===== src/hdl/mrb_pkg.sv =====
package mrb_pkg;

    localparam int MUTEX_COUNT  = 16;
    localparam int TASK_ID_BITS = 8;
    localparam int COUNT_BITS   = 8;
    localparam int IDX_W        = $clog2(MUTEX_COUNT);

    typedef enum logic [2:0] {
        OP_CREATE  = 3'd0,
        OP_ACQUIRE = 3'd1,
        OP_RELEASE = 3'd2,
        OP_DESTROY = 3'd3,
        OP_QUERY   = 3'd4
    } op_t;

    typedef enum logic [2:0] {
        RS_OK        = 3'd0,
        RS_DESTROYED = 3'd1,
        RS_DEADLOCK  = 3'd2,
        RS_BUSY      = 3'd3,
        RS_NOPERM    = 3'd4,
        RS_FULL      = 3'd5
    } status_t;

    typedef enum logic [1:0] {
        LS_UNLOCKED  = 2'd0,
        LS_LOCKED    = 2'd1,
        LS_DESTROYED = 2'd2
    } lock_state_t;

    typedef struct packed {
        logic [2:0] req_type;
        logic [3:0] mutex_index;
        logic [7:0] task_id;
        logic       recursive_flag;
    } req_t;

    typedef struct packed {
        logic [2:0] status;
        logic       is_locked;
        logic       owner_present;
        logic [7:0] owner_task;
        logic [7:0] hold_depth;
    } rsp_t;

    typedef struct packed {
        lock_state_t             lock_state;
        logic [TASK_ID_BITS-1:0] holder_id;
        logic                    holder_valid;
        logic [COUNT_BITS-1:0]   hold_count;
        logic                    recursive_mode;
    } entry_t;

endpackage


===== src/hdl/mrb_update.sv =====
// Next-state and response for one request against one mutex record.
module mrb_update (
    input  mrb_pkg::req_t   req,
    input  logic            in_range,
    input  mrb_pkg::entry_t cur,
    output mrb_pkg::entry_t nxt,
    output mrb_pkg::rsp_t   rsp
);

    logic [mrb_pkg::TASK_ID_BITS-1:0] task_w;
    logic                             owns;
    mrb_pkg::status_t                 status;

    assign task_w = req.task_id[mrb_pkg::TASK_ID_BITS-1:0];
    assign owns   = cur.holder_valid && (cur.holder_id == task_w);

    always_comb
    begin
        nxt    = cur;
        status = mrb_pkg::RS_OK;
        case (req.req_type)
            mrb_pkg::OP_CREATE:
            begin
                nxt.lock_state     = mrb_pkg::LS_UNLOCKED;
                nxt.holder_id      = '0;
                nxt.holder_valid   = 1'b0;
                nxt.hold_count     = '0;
                nxt.recursive_mode = req.recursive_flag;
            end
            mrb_pkg::OP_ACQUIRE:
            begin
                if (cur.lock_state == mrb_pkg::LS_DESTROYED)
                begin
                    status = mrb_pkg::RS_DESTROYED;
                end
                else if (owns)
                begin
                    if (!cur.recursive_mode)
                    begin
                        status = mrb_pkg::RS_DEADLOCK;
                    end
                    else if (&cur.hold_count)
                    begin
                        status = mrb_pkg::RS_FULL;
                    end
                    else
                    begin
                        nxt.hold_count = cur.hold_count + 1'b1;
                    end
                end
                else if (cur.lock_state == mrb_pkg::LS_UNLOCKED)
                begin
                    nxt.lock_state   = mrb_pkg::LS_LOCKED;
                    nxt.holder_id    = task_w;
                    nxt.holder_valid = 1'b1;
                    nxt.hold_count   = mrb_pkg::COUNT_BITS'(1);
                end
                else
                begin
                    status = mrb_pkg::RS_BUSY;
                end
            end
            mrb_pkg::OP_RELEASE:
            begin
                if (cur.lock_state == mrb_pkg::LS_DESTROYED)
                begin
                    status = mrb_pkg::RS_DESTROYED;
                end
                else if (!owns || cur.lock_state != mrb_pkg::LS_LOCKED
                         || cur.hold_count == '0)
                begin
                    status = mrb_pkg::RS_NOPERM;
                end
                else
                begin
                    nxt.hold_count = cur.hold_count - 1'b1;
                    if (cur.hold_count == mrb_pkg::COUNT_BITS'(1))
                    begin
                        nxt.holder_id    = '0;
                        nxt.holder_valid = 1'b0;
                        nxt.lock_state   = mrb_pkg::LS_UNLOCKED;
                    end
                end
            end
            mrb_pkg::OP_DESTROY:
            begin
                if (cur.lock_state == mrb_pkg::LS_LOCKED)
                begin
                    status = mrb_pkg::RS_BUSY;
                end
                else
                begin
                    nxt.lock_state   = mrb_pkg::LS_DESTROYED;
                    nxt.holder_id    = '0;
                    nxt.holder_valid = 1'b0;
                    nxt.hold_count   = '0;
                end
            end
            mrb_pkg::OP_QUERY:
            begin
                if (cur.lock_state == mrb_pkg::LS_DESTROYED)
                begin
                    status = mrb_pkg::RS_DESTROYED;
                end
            end
            default:
            begin
                status = mrb_pkg::RS_NOPERM;
            end
        endcase
    end

    always_comb
    begin
        if (in_range)
        begin
            rsp.status        = status;
            rsp.is_locked     = (nxt.lock_state == mrb_pkg::LS_LOCKED);
            rsp.owner_present = nxt.holder_valid;
            rsp.owner_task    = nxt.holder_valid ? 8'(nxt.holder_id) : 8'd0;
            rsp.hold_depth    = 8'(nxt.hold_count);
        end
        else
        begin
            rsp.status        = mrb_pkg::RS_DESTROYED;
            rsp.is_locked     = 1'b0;
            rsp.owner_present = 1'b0;
            rsp.owner_task    = 8'd0;
            rsp.hold_depth    = 8'd0;
        end
    end

endmodule


===== src/hdl/recursive_mutex_bank_top.sv =====
// A word taken with start is registered into req_reg, then its result into rsp;
// the result shows with rsp_valid for one cycle.
// Throughput: one request per cycle; busy stays low, the record table
// updates each cycle so back-to-back requests on one mutex see fresh state.
// Reset (async, rst_n low): all mutexes unlocked, no owner, count zero,
// non-recursive; no result pending. The receiver cannot stall.
module recursive_mutex_bank_top (
    input  logic          clk,
    input  logic          rst_n,
    input  logic          start,
    output logic          busy,
    input  mrb_pkg::req_t req,
    output logic          rsp_valid,
    output mrb_pkg::rsp_t rsp
);

    // Stage 1: request register.
    logic            req_valid_reg;
    mrb_pkg::req_t   req_reg;

    // Per-mutex records, small enough for flops with a plain reset.
    mrb_pkg::entry_t entry_reg [mrb_pkg::MUTEX_COUNT];

    // Stage 2: result register.
    logic            rsp_valid_reg;
    mrb_pkg::rsp_t   rsp_reg;

    logic [mrb_pkg::IDX_W-1:0] idx;
    logic                      in_range;
    mrb_pkg::entry_t           cur;
    mrb_pkg::entry_t           entry_next;
    mrb_pkg::rsp_t             rsp_next;

    // Never stalls: each request is a single read-modify-write of one record.
    assign busy = 1'b0;

    always_ff @(posedge clk or negedge rst_n)
    begin
        if (!rst_n)
        begin
            req_valid_reg <= 1'b0;
        end
        else
        begin
            req_valid_reg <= start && !busy;
        end
    end

    always_ff @(posedge clk)
    begin
        if (start && !busy)
        begin
            req_reg <= req;
        end
    end

    // Record lookup; indexes past the bank answer as destroyed and write nothing.
    assign idx      = req_reg.mutex_index[mrb_pkg::IDX_W-1:0];
    assign in_range = (32'(req_reg.mutex_index) < mrb_pkg::MUTEX_COUNT);
    assign cur      = entry_reg[idx];

    mrb_update u_update (
        .req      (req_reg),
        .in_range (in_range),
        .cur      (cur),
        .nxt      (entry_next),
        .rsp      (rsp_next)
    );

    // Write-back lands at the same edge the result is registered, so the
    // next request, now in req_reg, reads the updated record.
    always_ff @(posedge clk or negedge rst_n)
    begin
        if (!rst_n)
        begin
            for (int i = 0; i < mrb_pkg::MUTEX_COUNT; i++)
            begin
                entry_reg[i] <= '{lock_state:     mrb_pkg::LS_UNLOCKED,
                                  holder_id:      '0,
                                  holder_valid:   1'b0,
                                  hold_count:     '0,
                                  recursive_mode: 1'b0};
            end
        end
        else if (req_valid_reg && in_range)
        begin
            entry_reg[idx] <= entry_next;
        end
    end

    always_ff @(posedge clk or negedge rst_n)
    begin
        if (!rst_n)
        begin
            rsp_valid_reg <= 1'b0;
        end
        else
        begin
            rsp_valid_reg <= req_valid_reg;
        end
    end

    always_ff @(posedge clk)
    begin
        if (req_valid_reg)
        begin
            rsp_reg <= rsp_next;
        end
    end

    assign rsp_valid = rsp_valid_reg;
    assign rsp       = rsp_reg;

endmodule


===== config.mk =====
export PLATFORM = sky130hd
export DESIGN_NAME = recursive_mutex_bank_top
export DESIGN_NICKNAME = d
export VERILOG_FILES = /design/src/hdl/mrb_pkg.sv /design/src/hdl/mrb_update.sv /design/src/hdl/recursive_mutex_bank_top.sv
export SDC_FILE = /design/constraint.sdc
export NUM_CORES = 1
export LEC_CHECK = 0
export BUFFER_PORTS_ARGS = -buffer_cell sky130_fd_sc_hd__clkbuf_2
export CAP_MARGIN = 10
export CORE_MARGIN = 2
export CORE_UTILIZATION = 25
export DETAILED_ROUTE_END_ITERATION = 16
export SLEW_MARGIN = 10
export SYNTH_ARGS = -nofsm -noshare
export SYNTH_HDL_FRONTEND = slang
export SYNTH_SLANG_ARGS = --single-unit

===== constraint.sdc =====
create_clock -name clk -period 6.6 [get_ports clk]
set_input_delay 0.66 -clock clk [delete_from_list [all_inputs] [get_ports clk]]
set_output_delay 0.66 -clock clk [all_outputs]
set_load 0.01 [all_outputs]

==> results of run 1 <==
layer usage:
metal / GRT usage / vias up / part of all wire
met4: 0.0439 / 0 / 0.028
met3: 0.0310 / 73 / 0.064
li1: - / 5358 / -
met2: 0.208 / 320 / 0.45
met1: 0.187 / 6001 / 0.46
met5: 0 / - / 0
cells in the mapped netlist, types with 5 or more instances:
library cell  count
o22ai_1           5
a22oi_4           8
o21ai_0          86
inv_1             9
mux2i_1          28
nand3_1          23
a22o_1            9
mux2_4            9
mux2_2           77
nand2b_1         10
nand4_1           6
edfxtp_1         37
a21oi_1          71
a21oi_2          37
and3_1            6
mux4_2           76
buf_2            17
buf_6            15
clkbuf_1         59
nand2_1         187
a22oi_1          10
nor2b_1          10
o21ai_1          46
buf_4             5
nor3_1           18
nor2_1          146
o211ai_1          6
nor4_1            6
dfrtp_1         322
o31ai_1           5
o21ai_2          23
power by group:
| part | internal (µW) | total [µW] | leakage [µW] | switching (µW) |
|---|---|---|---|---|
| registers | 2660 | 2900 | 0.00459 | 236 |
| logic | 554 | 1380 | 0.00296 | 829 |
| clock network | 1460 | 2380 | 0.000703 | 917 |
cell type report:
cell class,instances,area [µm²],share of cell area
Clock buffer,56,1190,0.0604
Clock inverter,17,221,0.0112
Inverter,11,41.3,0.00209
Multi-Input combinational cell,990,7500,0.379
Sequential cell,359,9170,0.464
Tap cell,882,1100,0.0558
Timing Repair Buffer,77,538,0.0272
path summary, 6_finish.rpt:
kind                       cells past startpoint             end            from  slack [ns]
hold reg to reg                                2  entry_reg[112]  entry_reg[112]        0.47
setup / recovery                              10   entry_reg[38]          idx[0]        1.55
setup reg to reg                              10   entry_reg[38]          idx[0]        1.55
max in group asynchronous                      2   req_valid_reg           rst_n        5.11
min in group clk                               1     req_reg[15]         req[15]        0.28
hold / removal                                 1   entry_reg[69]           rst_n        0.03
layout by cell type, fill, tap and decap left out, types with 14 or more instances in the layout:
cell	instances
clkbuf_16	42
nor2_1	142
nand3_1	23
mux2i_1	28
edfxtp_1	37
buf_4	33
nor3_1	14
mux4_2	76
o21ai_1	46
o21ai_0	86
o21ai_2	23
nand2_1	187
a21oi_2	37
clkbuf_2	39
mux2_2	77
dfrtp_1	321
a21oi_1	71
worst max-delay path: cells and delay by family, from the launching register on:
kind | cells | cell delay (ns)
buffers and inverters | 1 | 0.27
AND/OR/NAND/NOR | 2 | 1.13
multiplexers | 1 | 0.52
flip-flops | 1 | 0.76
AO/OA/AOI/OAI | 6 | 2.17
metrics by stage:
| step | instance area [µm²] | setup slack, ns | util | cells |
|---|---|---|---|---|
| after global placement | 18300 | 1.66 | 0.268 | 2319 |
| after CTS | 19800 | 1.59 | 0.289 | 2392 |
| final | 19800 | 1.55 | 0.289 | 2392 |
| after detailed placement | 18300 | 1.60 | 0.268 | 2319 |
| after global routing | 19800 | 1.20 | 0.289 | 2392 |
| after floorplan | 17200 | 2.74 | - | 1463 |
cell families after synthesis:
logic type | Yosys count | share of synthesized area
adders and majority gates | 4 | 0.00290
AOI/OAI and AO/OA | 351 | 0.142
and+or+nand+nor | 440 | 0.111
other | 1 | 0.000217
buffers and inverters | 114 | 0.0363
muxes | 190 | 0.174
xor gates and xnor gates | 4 | 0.00203
DFF | 359 | 0.532
==> flow_summary.json, run 1 <==
{
  "drt_first_pass_iters": 5,
  "drt-initial-drc-count": 981,
  "wire_per_inst_um": 19.8,
  "synth_area_leaders": "dfrtp_1 47%, mux4_2 9.9%, edfxtp_1 6.4%",
  "ys_seq_area_frac": 0.532,
  "dpl.hpwl_um": 31500,
  "gp_congestion": 0.911,
  "insertion_delay_ns": 0.56,
  "insertedDiodeCount": 0,
  "vias": 11800,
  "ctsHoldBuffers": 0,
  "critPathMaxStageDelay_ns": 0.94,
  "postSynthAreaPerCell_um2": 11.8,
  "cp_max_fo": 20,
  "clock-sinks": 359,
  "netlist_area_um2": 17200,
  "n_fill_cell": 6968,
  "grt_pass1_wl_um": 73100,
  "vias_per_cell": 4.91,
  "area_delta_synth_final_pct": 14.6,
  "rsz0062_at_grt": "no",
  "status": "complete, no violations",
  "arrival_ns": 5.45,
  "cp.required_ns": 6.99,
  "grt_max_degree": 187,
  "drc": 0,
  "antenna_found_initial": 1,
  "powerDensity_nw_per_um2": 337,
  "async_flop_share": 0.897,
  "slowest_stage": "a311oi_2",
  "die_area_um2": 71100,
  "std_cell_rows": 96,
  "synth.top_cell.area_share": 0.467,
  "crit_type": "register to register",
  "fin_crit_ns": 5.05,
  "nNetsFinal": 1503,
  "syn_inst": 1463,
  "path_cells": "buf_12, mux4_2, o22ai_1, o31ai_1, a211oi_1, nand4_1, nor3_2, a221oi_1, a311oi_2, o21ai_0",
  "cts_resized": 0,
  "period_share": 0.766,
  "ys_seq_elements": 359,
  "clk_path_buf_depth": 3,
  "timing.max_cap.violations": 0,
  "endpoint_kind": "register",
  "max_slew.worst_pin.slew_ns": 1.23,
  "clock.fmax_mhz": 198,
  "die_x_um": 267,
  "start_util": 0.252,
  "yosysTopAreaCell": "dfrtp_1",
  "slew_headroom": 0.182,
  "ir_drop_uv": 168,
  "cts_root_buffer": "clkbuf_16",
  "finalSetupViolCount": 0,
  "ios": 42,
  "portBuffers": 40,
  "hp-class": "input port to asynchronous set/reset pin",
  "power_uw": 6660,
  "power_leakage_uw": 0.00826,
  "clk_pin_slew_worst_paths_ns": 0.06,
  "largest_reg_flops": 320,
  "finalWirelength_um": 47300,
  "cts_max_level": 2,
  "ant_nets": 0,
  "synth_fp_nets": 1486,
  "ys_warn_count": 0,
  "grt_overflow": 0,
  "fin_worst_skew_ns": 0.0195,
  "synth_flop_cell": "dfrtp_1",
  "tns_ns": 0,
  "grt_pass1_vias": 11800,
  "hold_ws_ns": 0.0332,
  "drive_gt1_frac": 0.270,
  "grt.total_usage": 0.135,
  "die_h_um": 267,
  "cts_buffers": 41,
  "synth_cell_types": 80,
  "start_kind": "register",
  "synth-edff-count": 37,
  "report.final.slew_viol_count": 0,
  "cts_tree": "yes",
  "hold_violations": 0,
  "postCtsSetupBuffers": 0,
  "core_um2": 68500
}
Power figures use the tool's default switching activity.
==> run 2: changes to the inputs <==
- ABC_AREA: not set -> 1
- clock period: 6.6 -> 4.2 ns (I/O delays scaled with it)
==> run 2 against run 1 <==
Global-route usage is 2.5 points higher. Non-clock buffer count up 60. Cell count up 42%. Flip-flop and latch count is the same. Cell area up 6.2%. Critical endpoint is now rsp[7]. Synthesized cell count grew 62%. Largest power group unchanged. Highest routed layer unchanged. Critical path type unchanged.
==> flow_summary.json, run 2 <==
{
  "crit_family": "simple AND/OR/NAND/NOR gates",
  "timing.max_cap.violations": 0,
  "clk_path_buf_depth": 3,
  "die_x_um": 273,
  "drt-initial-drc-count": 1549,
  "grt_overflow": 0,
  "powerDensity_nw_per_um2": 483,
  "synth_most_common_cell": "nand2_1",
  "netlist_area_um2": 18100,
  "ys_seq_area_frac": 0.506,
  "fin_crit_ns": 3.80,
  "antenna_found_initial": 0,
  "report.final.slew_viol_count": 0,
  "startpoint": "idx[0]",
  "cp-endpoint": "rsp[7]",
  "dpl.hpwl_um": 38900,
  "syn_inst": 2372,
  "cp_num_buf_inv": 6,
  "die_h_um": 273,
  "vias_per_cell": 4.63,
  "netlist_top_cells_count": "1199 x nand2_1, 322 x dfrtp_1, 170 x o21ai_0",
  "drive_gt1_frac": 0.122,
  "start_util": 0.253,
  "start_kind": "register",
  "clk_pin_slew_worst_paths_ns": 0.06,
  "clock.fmax_mhz": 263,
  "hp-class": "input port to register",
  "yosysTopAreaCell": "dfrtp_1",
  "clock-sinks": 359,
  "ant_nets": 0,
  "regToRegEndpoint": "rsp[7]",
  "async_flop_share": 0.897,
  "grt_pass1_vias": 15000,
  "synth_fp_nets": 2395,
  "ios": 42,
  "synth_area_leaders": "dfrtp_1 45%, nand2_1 25%, edfxtp_1 6.1%",
  "synth_flop_cell": "dfrtp_1",
  "r2r_setup_slack_ns": 0.40,
  "cp_max_fo": 23,
  "ir_drop_uv": 253,
  "layout_common_cells": "1199 x nand2_1, 321 x dfrtp_1, 170 x o21ai_0",
  "grt.total_usage": 0.159,
  "synth-edff-count": 37,
  "cts_root_buffer": "clkbuf_16",
  "insertion_delay_ns": 0.58,
  "finalSetupViolCount": 0,
  "crit_cells": 17,
  "synth.top_cell.area_share": 0.445,
  "hold_depth": 1,
  "postSynthAreaPerCell_um2": 7.63,
  "synth_cell_types": 42,
  "setup_ws_ns": 0.400,
  "cts_buffers": 42,
  "nNetsFinal": 2435,
  "grt_pass1_wl_um": 92000,
  "std_cell_rows": 98,
  "n_fill_cell": 7780,
  "tns_ns": 0,
  "area_delta_synth_final_pct": 15.9,
  "insertedDiodeCount": 0,
  "cp.required_ns": 4.33,
  "rsz0062_at_grt": "no",
  "vias": 15700,
  "power_leakage_uw": 0.0105,
  "gp_congestion": 0.905,
  "status": "complete, no violations",
  "arrival_ns": 3.93,
  "hold_violations": 0,
  "max_slew.worst_pin.slew_ns": 1.27,
  "portBuffers": 40,
  "post-place-ws_ns": 0.368,
  "path_cells": "buf_4, nor2_8, inv_1, o22ai_1, o21ai_0, nand2_1, nor2_1, buf_4, inv_1, nor2_1, inv_1, nand3_1, nand2_1, inv_1, nand2_1, nand3_1, nand3_2",
  "endpoint_kind": "register",
  "slew_headroom": 0.155,
  "period_share": 0.905,
  "largest_reg_flops": 320,
  "r2r_start": "idx[0]",
  "final_common_cell": "nand2_1",
  "reg2reg_depth": 17,
  "slowest_stage": "edfxtp_1",
  "dp_cells": 3317,
  "fin_worst_skew_ns": 0.0292,
  "cts_max_level": 2,
  "cts_tree": "yes",
  "finalWirelength_um": 59600,
  "grt_max_degree": 102,
  "ys_warn_count": 0,
  "crit_type": "register to register",
  "critPathMaxStageDelay_ns": 0.46,
  "drt_first_pass_iters": 5,
  "wire_per_inst_um": 17.5,
  "worst_path_most_repeated_cell": "inv_1",
  "final_cells": 3395,
  "core_um2": 71600,
  "die_area_um2": 74600,
  "drc": 0,
  "ys_seq_elements": 359
}
run 2: cell types whose count changed in the layout (fill, tap and decap cells not counted), sizes merged, moves of 76 or more:
cell	previous run	this run
mux2	86	0
nand3	23	105
nand2	187	1204
inv	12	109
a21oi	108	31
mux4	76	0
run 2: cell families (layout without fill, tap and decap cells):
| group | Yosys count | after routing | share of synthesized area |
|---|---|---|---|
| AND/OR/NAND/NOR | 1462 | 1462 | 0.325 |
| flip-flops | 359 | 359 | 0.506 |
| AO/OA/AOI/OAI | 293 | 293 | 0.0967 |
| buffers and inverters | 248 | 321 | 0.0663 |
| XOR/XNOR | 5 | 5 | 0.00242 |
| adder cells (fa/ha/maj) | 4 | 4 | 0.00276 |
| other | 1 | 1 | 0.000207 |
run 2: worst min-delay path by stage:
stage	startpoint	to	slack [ns]
floorplan	rst_n	entry_reg[0]	0.12
global placement	entry_reg[124]	entry_reg[124]	0.46
detailed placement	entry_reg[182]	entry_reg[182]	0.46
CTS	req[5]	req_reg[5]	0.001
global route	req[5]	req_reg[5]	0.007
finish	req[14]	req_reg[14]	0.02
run 2: repair_timing:
item	CTS	global route
endpoints found under the setup margin	0	2
hold buffers	1	0
setup buffers	0	0
hold endpoints to repair	96	0
resized for setup	0	1
run 2: layout make-up:
class | instances | area (µm²) | area share
Clock inverter | 12 | 106 | 0.00507
Tap cell | 950 | 1190 | 0.0566
Inverter | 107 | 409 | 0.0195
Clock buffer | 65 | 1280 | 0.0610
Timing Repair Buffer | 137 | 1090 | 0.0520
Sequential cell | 359 | 9170 | 0.437
Multi-Input combinational cell | 1765 | 7740 | 0.369
run 2: power by group:
part / switching, µW / internal (µW) / leakage [µW]
clock: 1540 / 2170 / 0.000684
combinational: 1360 / 670 / 0.00508
sequential: 312 / 4080 / 0.00475
run 2: layer usage:
metal | vias to the layer above | share of wire | track usage
met4 | 0 | 0.032 | 0.0531
met1 | 7458 | 0.44 | 0.219
li1 | 7574 | - | -
met2 | 553 | 0.46 | 0.257
met5 | - | 0 | 0
met3 | 120 | 0.062 | 0.0227
run 2: through the flow:
step	total power (µW)	hold WS, ns	cell area (µm²)	utilization
2_1_floorplan	5760	0.124	18100	-
3_3_place_gp	6450	0.461	19600	0.274
3_5_place_dp	6470	0.465	19600	0.274
4_1_cts	10200	0.00140	21000	0.293
5_1_grt	10700	0.00701	21000	0.293
6_report	10100	0.0247	21000	0.293
